$ cat src/sv/akrt_pkg.sv
package akrt_pkg;

    localparam int SLOTS          = 4;
    localparam int KEY_COUNT_DEF  = 4;
    localparam int SAMPLE_BITS_DEF = 12;
    localparam int SPEED_SCALE    = 1000;
    localparam int SPEED_BITS     = 16;
    localparam int POS_REG_BITS   = 48;
    localparam int CFG_DATA_BITS  = 64;
    localparam int CFG_IDX_BITS   = 3;
    localparam int CODE_BITS      = 8;

    localparam logic [CODE_BITS-1:0] ESC_CODE = 8'h29;
    localparam logic [CODE_BITS-1:0] NO_CODE  = 8'h00;

    localparam logic [CODE_BITS-1:0] KEY_CODES [SLOTS] = '{8'h07, 8'h09, 8'h0D, 8'h0E};

    typedef enum logic [1:0] {
        PH_RELEASED  = 2'd0,
        PH_PRESSING  = 2'd1,
        PH_PRESSED   = 2'd2,
        PH_RELEASING = 2'd3
    } t_phase;

    typedef enum logic [CFG_IDX_BITS-1:0] {
        CFG_POS_THR   = 3'd0,
        CFG_TRIG      = 3'd1,
        CFG_REL       = 3'd2,
        CFG_QUICK     = 3'd3,
        CFG_REPORT_EN = 3'd4
    } t_cfg_idx;

endpackage

$ cat src/sv/akrt_key.sv
module akrt_key
    import akrt_pkg::*;
#(
    parameter int SAMPLE_BITS = SAMPLE_BITS_DEF
) (
    input  logic                   i_clk,
    input  logic                   i_rst_n,
    input  logic                   i_step,
    input  logic [SAMPLE_BITS-1:0] i_sample,
    input  logic [SAMPLE_BITS-1:0] i_pos_thr,
    input  logic [SPEED_BITS-1:0]  i_trig_speed,
    input  logic [SPEED_BITS-1:0]  i_rel_speed,
    input  logic                   i_quick,
    input  logic [CODE_BITS-1:0]   i_key_code,
    output t_phase                 o_phase,
    output logic [CODE_BITS-1:0]   o_code
);

    // The difference spans SAMPLE_BITS+1 signed bits; times 1000 adds ten more.
    localparam int SPW = SAMPLE_BITS + 11;

    t_phase                  r_phase;
    logic [SAMPLE_BITS-1:0]  r_prev;
    logic [CODE_BITS-1:0]    r_held;

    t_phase                  n_phase;
    logic [CODE_BITS-1:0]    n_held;

    logic signed [SAMPLE_BITS:0] w_diff;
    logic signed [SPW-1:0]       w_diff_ext;
    logic signed [SPW-1:0]       w_speed;
    logic signed [SPW-1:0]       w_trig;
    logic signed [SPW-1:0]       w_rel;
    logic                        w_at_pos;

    assign w_diff     = signed'({1'b0, i_sample}) - signed'({1'b0, r_prev});
    assign w_diff_ext = SPW'(w_diff);
    assign w_speed    = w_diff_ext * SPW'(SPEED_SCALE);
    assign w_trig     = SPW'(signed'(i_trig_speed));
    assign w_rel      = SPW'(signed'(i_rel_speed));
    assign w_at_pos   = (i_sample >= i_pos_thr);

    always_comb begin
        n_phase = r_phase;
        unique case (r_phase)
            PH_RELEASED: begin
                priority if (w_at_pos)         n_phase = PH_PRESSED;
                else if (w_speed >= w_trig)    n_phase = PH_PRESSING;
                else                           n_phase = r_phase;
            end
            PH_PRESSING: begin
                priority if (w_at_pos)         n_phase = PH_PRESSED;
                else if (w_speed < w_trig)     n_phase = PH_RELEASED;
                else if (w_speed < w_rel)      n_phase = PH_RELEASING;
                else                           n_phase = r_phase;
            end
            PH_PRESSED: begin
                priority if (!w_at_pos)        n_phase = PH_RELEASED;
                else if (w_speed < w_rel)      n_phase = PH_RELEASING;
                else                           n_phase = r_phase;
            end
            PH_RELEASING: begin
                priority if (!w_at_pos)        n_phase = PH_RELEASED;
                else if (w_speed > w_rel)      n_phase = PH_PRESSED;
                else if (w_speed >= w_trig)    n_phase = PH_PRESSING;
                else                           n_phase = r_phase;
            end
            default: n_phase = r_phase;
        endcase
    end

    // In normal mode the slot only changes on a full press or a full release.
    always_comb begin
        n_held = r_held;
        if (i_quick) begin
            n_held = (n_phase == PH_PRESSING || n_phase == PH_PRESSED) ? i_key_code : NO_CODE;
        end else if (n_phase == PH_PRESSED) begin
            n_held = i_key_code;
        end else if (n_phase == PH_RELEASED) begin
            n_held = NO_CODE;
        end
    end

    assign o_phase = n_phase;
    assign o_code  = n_held;

    always_ff @(posedge i_clk) begin
        if (!i_rst_n) begin
            r_phase <= PH_RELEASED;
            r_prev  <= '0;
            r_held  <= NO_CODE;
        end else if (i_step) begin
            r_phase <= n_phase;
            r_prev  <= i_sample;
            r_held  <= n_held;
        end
    end

endmodule

$ cat src/sv/analog_key_rapid_trigger_scanner_top.sv
// Rapid-trigger scanner for up to four analog keys and an escape button. Each
// accepted scan word carries one position sample per key; every key steps its
// released / pressing / pressed / releasing machine from the sample, a speed of
// (sample - previous sample) * 1000 and its configured thresholds, and one report
// word comes out per scan. The per-key logic sits between the input port and a
// single result register, so a scan is accepted every cycle and its report is
// valid on the next cycle; the result register is the only stage, and input
// ready drops only while a report waits on a stalled output. Configuration
// writes take effect at the clock edge and should be made while no scan is
// in flight. Keys at or beyond KEY_COUNT report code 0 and phase 0.
module analog_key_rapid_trigger_scanner_top
    import akrt_pkg::*;
#(
    parameter int KEY_COUNT   = KEY_COUNT_DEF,
    parameter int SAMPLE_BITS = SAMPLE_BITS_DEF
) (
    input  logic                     i_clk,
    input  logic                     i_rst_n,

    input  logic                     i_cfg_we,
    input  logic [CFG_IDX_BITS-1:0]  i_cfg_index,
    input  logic [CFG_DATA_BITS-1:0] i_cfg_data,

    input  logic                     i_in_valid,
    output logic                     o_in_ready,
    input  logic [SAMPLE_BITS-1:0]   i_sample_one,
    input  logic [SAMPLE_BITS-1:0]   i_sample_two,
    input  logic [SAMPLE_BITS-1:0]   i_sample_three,
    input  logic [SAMPLE_BITS-1:0]   i_sample_four,
    input  logic                     i_escape_pressed,

    output logic                     o_out_valid,
    input  logic                     i_out_ready,
    output logic                     o_send_report,
    output logic [CODE_BITS-1:0]     o_code_one,
    output logic [CODE_BITS-1:0]     o_code_two,
    output logic [CODE_BITS-1:0]     o_code_three,
    output logic [CODE_BITS-1:0]     o_code_four,
    output logic [CODE_BITS-1:0]     o_escape_code,
    output logic [1:0]               o_phase_one,
    output logic [1:0]               o_phase_two,
    output logic [1:0]               o_phase_three,
    output logic [1:0]               o_phase_four
);

    localparam int ACTIVE = (KEY_COUNT < SLOTS) ? KEY_COUNT : SLOTS;
    localparam int POS_EXT_BITS = (SAMPLE_BITS * SLOTS > POS_REG_BITS) ?
                                  SAMPLE_BITS * SLOTS : POS_REG_BITS;

    logic [POS_REG_BITS-1:0]        r_pos_thr;
    logic [CFG_DATA_BITS-1:0]       r_trig;
    logic [CFG_DATA_BITS-1:0]       r_rel;
    logic                           r_quick;
    logic                           r_report_en;

    logic                           r_out_valid;
    logic                           r_send;
    logic [CODE_BITS-1:0]           r_esc;
    logic [CODE_BITS-1:0]           r_code  [SLOTS];
    t_phase                         r_phase [SLOTS];

    logic                           w_accept;
    logic [POS_EXT_BITS-1:0]        w_pos_ext;
    logic [SAMPLE_BITS-1:0]         w_sample [SLOTS];
    logic [CODE_BITS-1:0]           n_code   [SLOTS];
    t_phase                         n_phase  [SLOTS];

    assign o_in_ready = !r_out_valid || i_out_ready;
    assign w_accept   = i_in_valid && o_in_ready;
    assign w_pos_ext  = POS_EXT_BITS'(r_pos_thr);

    assign w_sample[0] = i_sample_one;
    assign w_sample[1] = i_sample_two;
    assign w_sample[2] = i_sample_three;
    assign w_sample[3] = i_sample_four;

    for (genvar k = 0; k < SLOTS; k++) begin : g_slot
        if (k < ACTIVE) begin : g_key
            akrt_key #(
                .SAMPLE_BITS(SAMPLE_BITS)
            ) u_key (
                .i_clk        (i_clk),
                .i_rst_n      (i_rst_n),
                .i_step       (w_accept),
                .i_sample     (w_sample[k]),
                .i_pos_thr    (w_pos_ext[SAMPLE_BITS*k +: SAMPLE_BITS]),
                .i_trig_speed (r_trig[SPEED_BITS*k +: SPEED_BITS]),
                .i_rel_speed  (r_rel[SPEED_BITS*k +: SPEED_BITS]),
                .i_quick      (r_quick),
                .i_key_code   (KEY_CODES[k]),
                .o_phase      (n_phase[k]),
                .o_code       (n_code[k])
            );
        end else begin : g_idle
            assign n_phase[k] = PH_RELEASED;
            assign n_code[k]  = NO_CODE;
        end
    end

    always_ff @(posedge i_clk) begin
        if (!i_rst_n) begin
            r_pos_thr   <= '0;
            r_trig      <= '0;
            r_rel       <= '0;
            r_quick     <= 1'b0;
            r_report_en <= 1'b1;
        end else if (i_cfg_we) begin
            unique case (i_cfg_index)
                CFG_POS_THR:   r_pos_thr   <= i_cfg_data[POS_REG_BITS-1:0];
                CFG_TRIG:      r_trig      <= i_cfg_data;
                CFG_REL:       r_rel       <= i_cfg_data;
                CFG_QUICK:     r_quick     <= i_cfg_data[0];
                CFG_REPORT_EN: r_report_en <= i_cfg_data[0];
                default: ;
            endcase
        end
    end

    always_ff @(posedge i_clk) begin
        if (!i_rst_n) begin
            r_out_valid <= 1'b0;
        end else if (w_accept) begin
            r_out_valid <= 1'b1;
        end else if (i_out_ready) begin
            r_out_valid <= 1'b0;
        end
    end

    always_ff @(posedge i_clk) begin
        if (w_accept) begin
            r_send  <= r_report_en;
            r_esc   <= i_escape_pressed ? ESC_CODE : NO_CODE;
            r_code  <= n_code;
            r_phase <= n_phase;
        end
    end

    assign o_out_valid   = r_out_valid;
    assign o_send_report = r_send;
    assign o_escape_code = r_esc;
    assign o_code_one    = r_code[0];
    assign o_code_two    = r_code[1];
    assign o_code_three  = r_code[2];
    assign o_code_four   = r_code[3];
    assign o_phase_one   = r_phase[0];
    assign o_phase_two   = r_phase[1];
    assign o_phase_three = r_phase[2];
    assign o_phase_four  = r_phase[3];

endmodule

$ cat config.mk
export PLATFORM = sky130hd
export DESIGN_NAME = analog_key_rapid_trigger_scanner_top
export DESIGN_NICKNAME = d
export VERILOG_FILES = /design/src/sv/akrt_pkg.sv /design/src/sv/akrt_key.sv /design/src/sv/analog_key_rapid_trigger_scanner_top.sv
export SDC_FILE = /design/constraint.sdc
export NUM_CORES = 1
export LEC_CHECK = 0
export BUFFER_PORTS_ARGS = -buffer_cell sky130_fd_sc_hd__clkbuf_2
export CAP_MARGIN = 10
export CORE_ASPECT_RATIO = 2
export CORE_MARGIN = 8
export CORE_UTILIZATION = 60
export CTS_CLUSTER_SIZE = 24
export DETAILED_ROUTE_END_ITERATION = 10
export PLACE_DENSITY = 0.79
export SKIP_CTS_REPAIR_TIMING = 1
export SLEW_MARGIN = 20
export SYNTH_ARGS = -nofsm -noshare
export SYNTH_HDL_FRONTEND = slang
export SYNTH_SLANG_ARGS = --single-unit
$ cat constraint.sdc
create_clock -name i_clk -period 22.6 [get_ports i_clk]
set_input_delay 0 -clock i_clk [delete_from_list [all_inputs] [get_ports i_clk]]
set_output_delay 0 -clock i_clk [all_outputs]
set_load 0.02 [all_outputs]
==> run_results.csv, run 1 <==
group,metric,value,unit
sta,setup_viol_count_final,0,
sta,fmax,0.1089,GHz
sta,hold_ws,0.02312,ns
clock_network,htree_levels,1,
worst_hold_path,hold_class,"in2reg",
sta,fin_crit_sh,40.64,%
floorplan,die_h,323.7,um
critical_path,crit_fanout,9,
worst_hold_path,min_from,"i_rst_n",
layout,postLayoutCellArea,31990,um^2
clock_network,cts_tree,"built",
sta,finalClockSkew,0.02007,ns
floorplan,ioPinCount,172,
global_routing,grt_overflow_total,0,
sta,slew_headroom,23.78,%
synth,syn_area_per_cell,8.376,um^2
outcome,status,"complete, no violations",
layout,multi_input_area,18980,um^2
synth,synth_warnings,0,
global_routing,antenna_found_initial,6,
synth,synth_edf_count,42,
synth,netlist_top_cells_area,"ha_1 (20%), dfxtp_1 (19%), fa_1 (12%), inv_1 (8.7%), nand2_1 (7.2%)",
route,finalWirelength,68.18,mm
critical_path,reg2reg_depth,36,
critical_path,crit_arrival,9.65,ns
synth,synth.distinct_cells,91,
route,wl_per_cell,15.90,um
sta,drv_slew,0,
critical_path,slowest_stage,"xnor2_1",
clock_network,clock_sinks,309,
critical_path,crit_required,23.07,ns
sta,rsz0062_at_grt,"false",
placement,dpl.hpwl,51.73,mm
global_routing,grt_pass1_wl,107.8,mm
synth,synth.most_common_cell,"inv_1",
layout,fillers,3785,
clock_network,clkTransAtPathRegs,0.07,ns
critical_path,cp_top_family,"compound AO/OA/AOI/OAI gates",
flow_run,drv_cap,0,
clock_network,cts_root_buf,"clkbuf_16",
clock_network,clockBufferDepth,3,
synth,synth_seq_cells,309,
synth,synth_top_area_share,19.74,%
placement,port_buffers,166,
route,viasPerCell,5.424,
critical_path,critPathLaunchType,"flop",
worst_hold_path,whs_path_depth,2,
synth,syn_area,28390,um^2
synth,syn_inst,3390,
route,drt_iter0_markers,1328,
placement,place_congestion,0.8934,
floorplan,core-area,47080,um^2
critical_path,worst-path-buf-inv,4,
clock_network,clk-insertion-delay-late,0.59,ns
sta,tightestPinTransition,1.143,ns
floorplan,dieWidth,169.8,um
synth,yosys.area.top_type,"ha_1",
layout,final-seq-area,6606,um^2
synth,yosys-top-cells-count,"inv_1 (660), nand2_1 (546), ha_1 (448)",
floorplan,row_count,113,
placement,place_area,29740,um^2
layout,nNetsFinal,4365,
layout,syn2layout_area_growth,12.65,%
global_routing,grt_usage,23.76,%
sta,finalHoldViolCount,0,
critical_path,critPathMaxStageDelay,0.66,ns
synth,yosysSeqAreaShare,23.27,%
route,drt_pre_antenna_iters,6,
global_routing,grt_pass1_vias,22810,
route,drc,0,
layout,drive_gt1_share,7.558,%
route,drt.antenna.violating_nets,0,
critical_path,rr_startpoint,"g_slot[0].g_key.u_key.r_prev[0]$_SDFFE_PN0P_",
route,via_count,23260,
synth,ys_async_sr_fraction,0,%
worst_hold_path,hold_end,"r_pos_thr[37]$_SDFFE_PN0P_",
critical_path,r2r_end,"g_slot[0].g_key.u_key.r_held[0]$_SDFFE_PN0P_",
clock_network,cts_buffers,30,
critical_path,r2r_slack,13.42,ns
critical_path,endpoint_kind,"flop",
floorplan,design.die.area,54960,um^2
global_routing,grt_max_degree,174,
sta,setup_tns,0,ns
critical_path,crit_type,"reg2reg",
floorplan,initial_core_util,60.31,%
synth,synth_top_flop_cell,"dfxtp_1",
sta,period_needed,9.184,ns
critical_path,cp-startpoint,"g_slot[0].g_key.u_key.r_prev[0]$_SDFFE_PN0P_",
## how the worst max path moves through the flow
stage / endpoint / slack, ns / cells after the start
2_1_floorplan: g_slot[0].g_key.u_key.r_held[0]$_SDFFE_PN0P_ / 14.57 / 32
3_5_place_dp: g_slot[0].g_key.u_key.r_held[0]$_SDFFE_PN0P_ / 13.42 / 36
6_report: g_slot[0].g_key.u_key.r_held[0]$_SDFFE_PN0P_ / 13.42 / 36
5_1_grt: g_slot[0].g_key.u_key.r_held[0]$_SDFFE_PN0P_ / 12.72 / 36
3_3_place_gp: g_slot[0].g_key.u_key.r_held[2]$_SDFFE_PN0P_ / 13.75 / 32
4_1_cts: g_slot[0].g_key.u_key.r_held[0]$_SDFFE_PN0P_ / 13.43 / 36
## metrics by stage
step	utilization [%]	std cells	setup slack [ns]
after global routing	67.93	4287	12.72
after CTS	65.34	4164	13.43
after floorplan	-	3394	14.57
after global placement	63.17	4108	13.75
final	67.94	4288	13.42
after detailed placement	63.17	4108	13.42
## metal layers
layer / track usage [%] / routed length [um] / vias up
met4: 7.071 / 1701 / 4
met2: 42.58 / 34160 / 571
met1: 29.07 / 28770 / 11030
li1: - / - / 11550
met3: 3.180 / 3515 / 108
met5: 0 / 26 / -
## kinds of logic (layout without fill, tap and decap cells)
logic type | count (synthesis) | after routing | synth area share, %
other cells | 1 | 9 | 0.01321
fa+ha+maj | 617 | 617 | 31.62
xor+xnor | 140 | 140 | 4.318
flops | 309 | 309 | 23.27
buf+inv | 752 | 1010 | 10.03
mux | 5 | 5 | 0.1807
compound gates | 632 | 632 | 15.60
simple gates | 934 | 934 | 14.97
## area by class of cell
cell class / count / share of cell area [%]
Clock inverter: 19 / 0.6493
Timing Repair Buffer: 293 / 6.537
Clock buffer: 37 / 2.554
Antenna cell: 4 / 0.03129
Multi-Input combinational cell: 2333 / 59.34
Sequential cell: 309 / 20.65
Tap cell: 632 / 2.472
Inverter: 661 / 7.765
## cell usage in the layout, fill, tap and decap left out, drive strengths merged, types with 9 or more instances in the layout
cell type	instances
inv	665
nand2	546
ha	448
dfxtp	267
a21boi	237
clkbuf	202
fa	168
dlygate4sd3	120
a21oi	115
xnor2	107
nor2	79
o21ai	77
and3	50
nor3	48
a21o	45
edfxtp	42
xor2	33
and2	33
nand3	31
o21a	25
nor2b	25
or2	25
or3	22
nand2b	21
nand4	21
a211oi	17
a31oi	13
o211ai	11
and4	9
clkinv	9
## state kept, by name, summed over array words and instances (netlist names), 8 cells and up
register and flops:
g_slot.g_key.u_key.r_prev 48, r_pos_thr 48, g_slot.g_key.u_key.r_held 32, r_rel 64
o_code_four 8, r_trig 64, o_code_two 8, g_slot.g_key.u_key.r_phase 8
o_code_three 8, o_code_one 8
Power of run 1 is left out: the tool's default activity adds up to more than one toggle a clock period on the data nets, which glitch-free logic cannot reach.
==> run 2, diff against run 1 <==
--- a/config.mk
+++ b/config.mk
@@ -5,14 +5,15 @@
 export SDC_FILE = /design/constraint.sdc
 export NUM_CORES = 1
 export LEC_CHECK = 0
+export ABC_AREA = 1
 export BUFFER_PORTS_ARGS = -buffer_cell sky130_fd_sc_hd__clkbuf_2
 export CAP_MARGIN = 10
 export CORE_ASPECT_RATIO = 2
 export CORE_MARGIN = 8
-export CORE_UTILIZATION = 60
+export CORE_UTILIZATION = 57
 export CTS_CLUSTER_SIZE = 24
 export DETAILED_ROUTE_END_ITERATION = 10
-export PLACE_DENSITY = 0.79
+export PLACE_DENSITY = 0.78
 export SKIP_CTS_REPAIR_TIMING = 1
 export SLEW_MARGIN = 20
 export SYNTH_ARGS = -nofsm -noshare
==> constraint.sdc (replaced) <==
create_clock -name i_clk -period 7.55 [get_ports i_clk]
set_input_delay 0 -clock i_clk [delete_from_list [all_inputs] [get_ports i_clk]]
set_output_delay 0 -clock i_clk [all_outputs]
set_load 0.02 [all_outputs]
==> run_results.csv, run 2 <==
group,metric,value,unit
outcome,status,"finished with violations",
outcome,violations,"setup timing",
layout,multi_input_area,19610,um^2
layout,layout.cells.non_filler,4818,
route,drt.antenna.violating_nets,0,
sta,hold_ws,0.1027,ns
floorplan,dieWidth,173.3,um
layout,mostFrequentLayoutCell,"inv_1",
synth,synth_warnings,0,
critical_path,critPathMaxStageDelay,0.54,ns
route,finalWirelength,78.75,mm
route,drt_pre_antenna_iters,6,
layout,final-seq-area,6615,um^2
layout,fillers,3660,
global_routing,grt_overflow_total,0,
worst_hold_path,hold_class,"in2reg",
placement,port_buffers,166,
critical_path,critPathLaunchType,"flop",
critical_path,crit_fanout,6,
sta,period_needed,7.636,ns
synth,yosysSeqAreaShare,23.42,%
sta,drv_slew,0,
synth,ys_async_sr_fraction,0,%
synth,syn_area_per_cell,7.640,um^2
sta,rsz0062_at_grt,"true",
synth,yosys-top-cells-count,"inv_1 (869), nand2_1 (507), ha_1 (448)",
sta,tightestPinTransition,1.035,ns
layout,layout_common_cells,"inv_1 (821), nand2_1 (419), ha_1 (403)",
synth,syn_inst,3692,
clock_network,cts_root_buf,"clkbuf_16",
layout,nNetsFinal,4885,
sta,setup_ws,-0.08551,ns
floorplan,initial_core_util,57.49,%
route,viasPerCell,5.380,
sta,setup_viol_count_final,18,
sta,fin_crit_sh,101.1,%
critical_path,rr_startpoint,"g_slot[2].g_key.u_key.r_prev[0]$_SDFFE_PN0P_",
clock_network,clock_sinks,309,
floorplan,core-area,49070,um^2
floorplan,design.die.area,57290,um^2
critical_path,crit_path_frequent_cell,"nand2_1",
global_routing,antenna_found_initial,5,
critical_path,crit_type,"reg2reg",
synth,synth.most_common_cell,"inv_1",
placement,place_inst,4583,
clock_network,clockBufferDepth,3,
sta,fmax,0.1310,GHz
sta,finalHoldViolCount,0,
route,wl_per_cell,16.34,um
clock_network,cts_tree,"built",
worst_hold_path,min_from,"i_in_valid",
sta,finalClockSkew,0.03238,ns
placement,place_congestion,0.9070,
route,drt_iter0_markers,1340,
layout,syn2layout_area_growth,24.56,%
floorplan,ioPinCount,172,
clock_network,htree_levels,1,
synth,synth_edf_count,42,
sta,slew_headroom,31.02,%
synth,synth_seq_cells,309,
synth,synth.distinct_cells,47,
layout,final_util,71.61,%
critical_path,endpoint_kind,"flop",
critical_path,cp-startpoint,"g_slot[2].g_key.u_key.r_prev[0]$_SDFFE_PN0P_",
flow_run,drv_cap,0,
floorplan,row_count,115,
global_routing,grt_pass1_vias,24940,
floorplan,die_h,330.6,um
layout,largestRegisters,"r_rel (64), r_trig (64)",
critical_path,slowest_stage,"fa_1",
layout,drive_gt1_share,19.35,%
global_routing,grt_usage,24.05,%
synth,netlist_top_cells_area,"ha_1 (20%), dfxtp_1 (19%), fa_1 (12%), inv_1 (12%), a21oi_1 (7.5%)",
critical_path,crit_arrival,7.98,ns
route,drc,0,
clock_network,clkTransAtPathRegs,0.07,ns
global_routing,grt_pass1_wl,113.9,mm
global_routing,grt_max_degree,122,
placement,dpl.hpwl,56.23,mm
synth,synth_top_area_share,19.87,%
critical_path,crit_required,7.89,ns
route,via_count,25920,
synth,synth_top_flop_cell,"dfxtp_1",
clock_network,clk-insertion-delay-late,0.61,ns
synth,syn_area,28210,um^2
clock_network,cts_buffers,29,
synth,yosys.area.top_type,"ha_1",
-- run 2: cells by family (layout without fill, tap and decap cells) --
group,after synthesis,count (layout),synth area share [%]
AND/OR/NAND/NOR,883,883,13.08
flip-flops,309,309,23.42
buffers and inverters,971,1446,13.09
other,1,9,0.01329
adder cells (fa/ha/maj),616,616,31.79
AO/OA/AOI/OAI,790,790,14.73
XOR/XNOR,122,122,3.868
-- run 2: critical path: cells and delay by family, from the launching register on --
family          cells  cell delay [ns]
compound gates      6             0.72
xor+xnor            4             0.79
fa+ha+maj           7             2.77
buf+inv            10             0.89
flops               1             0.34
simple gates       21             1.86
-- run 2: area by class of cell --
cell class	count	area share (%)
multi-input cells	2416	55.82
repair buffers	516	10.91
diodes	4	0.02849
well taps	643	2.290
inverters	876	9.369
clock buffers	36	2.226
flip-flops and latches	309	18.83
clock inverters	18	0.5270
-- run 2: per-stage QoR --
stage                     TNS (ns)  cell area (um^2)  setup WS [ns]
after floorplan                  0             28230        0.07182
after global placement      -5.051             30840        -0.2619
after detailed placement    -10.61             30840        -0.3940
after CTS                   -13.71             31810        -0.4231
after global routing        -20.88             35130        -0.4917
final                      -0.4876             35140       -0.08551
-- run 2: worst paths after layout --
path	end	slack [ns]	cells past startpoint
setup / recovery	o_code_three[5]$_DFFE_PP_	-0.09	48
hold / removal	g_slot[1].g_key.u_key.r_held[5]$_SDFFE_PN0P_	0.10	4
setup reg to reg	o_code_three[5]$_DFFE_PP_	-0.09	48
hold reg to reg	r_pos_thr[10]$_SDFFE_PN0P_	0.46	2
-- run 2: layer usage --
metal	global-route usage [%]	wire [um]	up-vias
met4	14.42	5042	2
met1	22.23	27160	12310
met2	48.48	43150	672
met3	3.378	3371	281
met5	0	17	-
li1	-	-	12660
Power of run 2 is left out for the same reason.
==> run 3, diff against run 2 <==
--- a/config.mk
+++ b/config.mk
@@ -14,6 +14,7 @@
 export CTS_CLUSTER_SIZE = 24
 export DETAILED_ROUTE_END_ITERATION = 10
 export PLACE_DENSITY = 0.78
+export SETUP_SLACK_MARGIN = 0.1
 export SKIP_CTS_REPAIR_TIMING = 1
 export SLEW_MARGIN = 20
 export SYNTH_ARGS = -nofsm -noshare
==> run_results.csv, run 3 (synthesized netlist as in run 2, its figures left out) <==
group,metric,value,unit
sta,hold_ws,-0.02148,ns
critical_path,crit_arrival,7.97,ns
route,via_count,26620,
sta,setup_viol_count_final,16,
layout,nNetsFinal,4896,
global_routing,antenna_found_initial,10,
floorplan,core-area,49070,um^2
global_routing,grt_max_degree,128,
global_routing,grt_usage,24.16,%
sta,slew_headroom,31.94,%
floorplan,design.die.area,57290,um^2
layout,drive_gt1_share,21.62,%
route,viasPerCell,5.507,
layout,multi_input_area,20230,um^2
critical_path,crit_fanout,4,
global_routing,grt_overflow_total,0,
worst_hold_path,min_from,"i_rst_n",
worst_hold_path,hold_end,"r_pos_thr[40]$_SDFFE_PN0P_",
route,drt.antenna.violating_nets,0,
floorplan,initial_core_util,57.49,%
layout,layout_common_cells,"inv_1 (817), nand2_1 (402), ha_1 (389)",
critical_path,crit_type,"reg2reg",
clock_network,clk-insertion-delay-late,0.60,ns
placement,port_buffers,166,
sta,finalHoldViolCount,12,
critical_path,critPathLaunchType,"flop",
sta,setup_ws,-0.06317,ns
outcome,violations,"hold timing, setup timing",
global_routing,grt_pass1_wl,114.0,mm
clock_network,cts_tree,"built",
route,drc,0,
critical_path,crit_required,7.90,ns
route,wl_per_cell,17.22,um
critical_path,crit_path_frequent_cell,"nand2_1",
sta,period_needed,7.613,ns
route,drt_pre_antenna_iters,5,
layout,largestRegisters,"r_rel (64), r_trig (64)",
route,drt_iter0_markers,1567,
critical_path,r2r_end,"o_code_two[3]$_DFFE_PP_",
floorplan,die_h,330.6,um
clock_network,clockBufferDepth,3,
critical_path,critPathMaxStageDelay,0.52,ns
sta,rsz0062_at_grt,"true",
flow_run,drv_cap,0,
critical_path,slowest_stage,"fa_1",
placement,place_congestion,0.8863,
layout,fillers,3355,
layout,final-seq-area,6619,um^2
critical_path,r2r_slack,-0.06,ns
worst_hold_path,whs_path_depth,3,
layout,syn2layout_area_growth,27.49,%
sta,fin_crit_sh,100.8,%
sta,drv_slew,0,
outcome,status,"finished with violations",
floorplan,row_count,115,
clock_network,cts_buffers,29,
floorplan,dieWidth,173.3,um
route,finalWirelength,83.24,mm
critical_path,rr_startpoint,"g_slot[1].g_key.u_key.r_prev[0]$_SDFFE_PN0P_",
placement,dpl.hpwl,57.03,mm
sta,finalClockSkew,0.01617,ns
critical_path,endpoint_kind,"flop",
layout,mostFrequentLayoutCell,"inv_1",
sta,tightestPinTransition,1.021,ns
clock_network,htree_levels,1,
clock_network,cts_root_buf,"clkbuf_16",
critical_path,reg2reg_depth,51,
floorplan,ioPinCount,172,
clock_network,clkTransAtPathRegs,0.07,ns
global_routing,grt_pass1_vias,25150,
worst_hold_path,hold_class,"in2reg",
sta,fmax,0.1314,GHz
clock_network,clock_sinks,309,
[run 3: changes by cell type in the layout (fill, tap and decap cells not counted), sizes merged, moves of 2 or more]
cell,previous run,this run
buf,230,241
clkinv,13,9
diode,4,8
clkbuf,201,204
clkinvlp,1,3
[run 3: stage by stage]
stage | TNS, ns | utilization, % | setup slack, ns | std cells | instance area (um^2)
floorplan | 0 | - | 0.1047 | 3696 | 28230
global placement | -1.070 | 62.78 | -0.06892 | 4578 | 30800
detailed placement | -8.266 | 62.78 | -0.3210 | 4578 | 30800
CTS | -10.10 | 64.80 | -0.3496 | 4632 | 31790
global route | -21.45 | 73.30 | -0.4749 | 4833 | 35960
finish | -0.3410 | 73.30 | -0.06317 | 4833 | 35960
[run 3: worst max-delay path by stage]
stage,slack [ns],from,cells after the start,to
global placement,-0.07,g_slot[1].g_key.u_key.r_prev[0]$_SDFFE_PN0P_,48,o_code_two[3]$_DFFE_PP_
global route,-0.47,g_slot[1].g_key.u_key.r_prev[0]$_SDFFE_PN0P_,52,g_slot[1].g_key.u_key.r_held[0]$_SDFFE_PN0P_
CTS,-0.35,g_slot[1].g_key.u_key.r_prev[0]$_SDFFE_PN0P_,47,o_code_two[1]$_DFFE_PP_
finish,-0.06,g_slot[1].g_key.u_key.r_prev[0]$_SDFFE_PN0P_,51,o_code_two[3]$_DFFE_PP_
detailed placement,-0.32,g_slot[1].g_key.u_key.r_prev[0]$_SDFFE_PN0P_,47,o_code_two[1]$_DFFE_PP_
floorplan,0.10,g_slot[1].g_key.u_key.r_prev[0]$_SDFFE_PN0P_,51,o_code_two[0]$_DFFE_PP_
[run 3: per-layer routing]
layer / up-vias / share of wire [%] / global-route usage, %
li1: 12680 / - / -
met1: 12640 / 33 / 22.14
met2: 866 / 54 / 48.60
met3: 426 / 4.4 / 2.956
met4: 4 / 8.1 / 16.00
met5: - / 0.028 / 0
[run 3: final cells by class]
type,instances,share of cell area (%)
multi-input cells,2416,56.25
flip-flops and latches,309,18.40
repair buffers,527,11.11
inverters,876,9.192
well taps,643,2.237
clock buffers,38,2.167
clock inverters,16,0.5810
diodes,8,0.05567
[run 3: critical path: cells and delay by family (launching register included)]
kind / cells / cell delay, ns
AOI/OAI and AO/OA: 6 / 0.85
DFF: 1 / 0.34
adders and majority gates: 8 / 2.93
and+or+nand+nor: 26 / 2.17
xor gates and xnor gates: 2 / 0.45
buffers and inverters: 9 / 0.61
Power of run 3 is left out for the same reason.
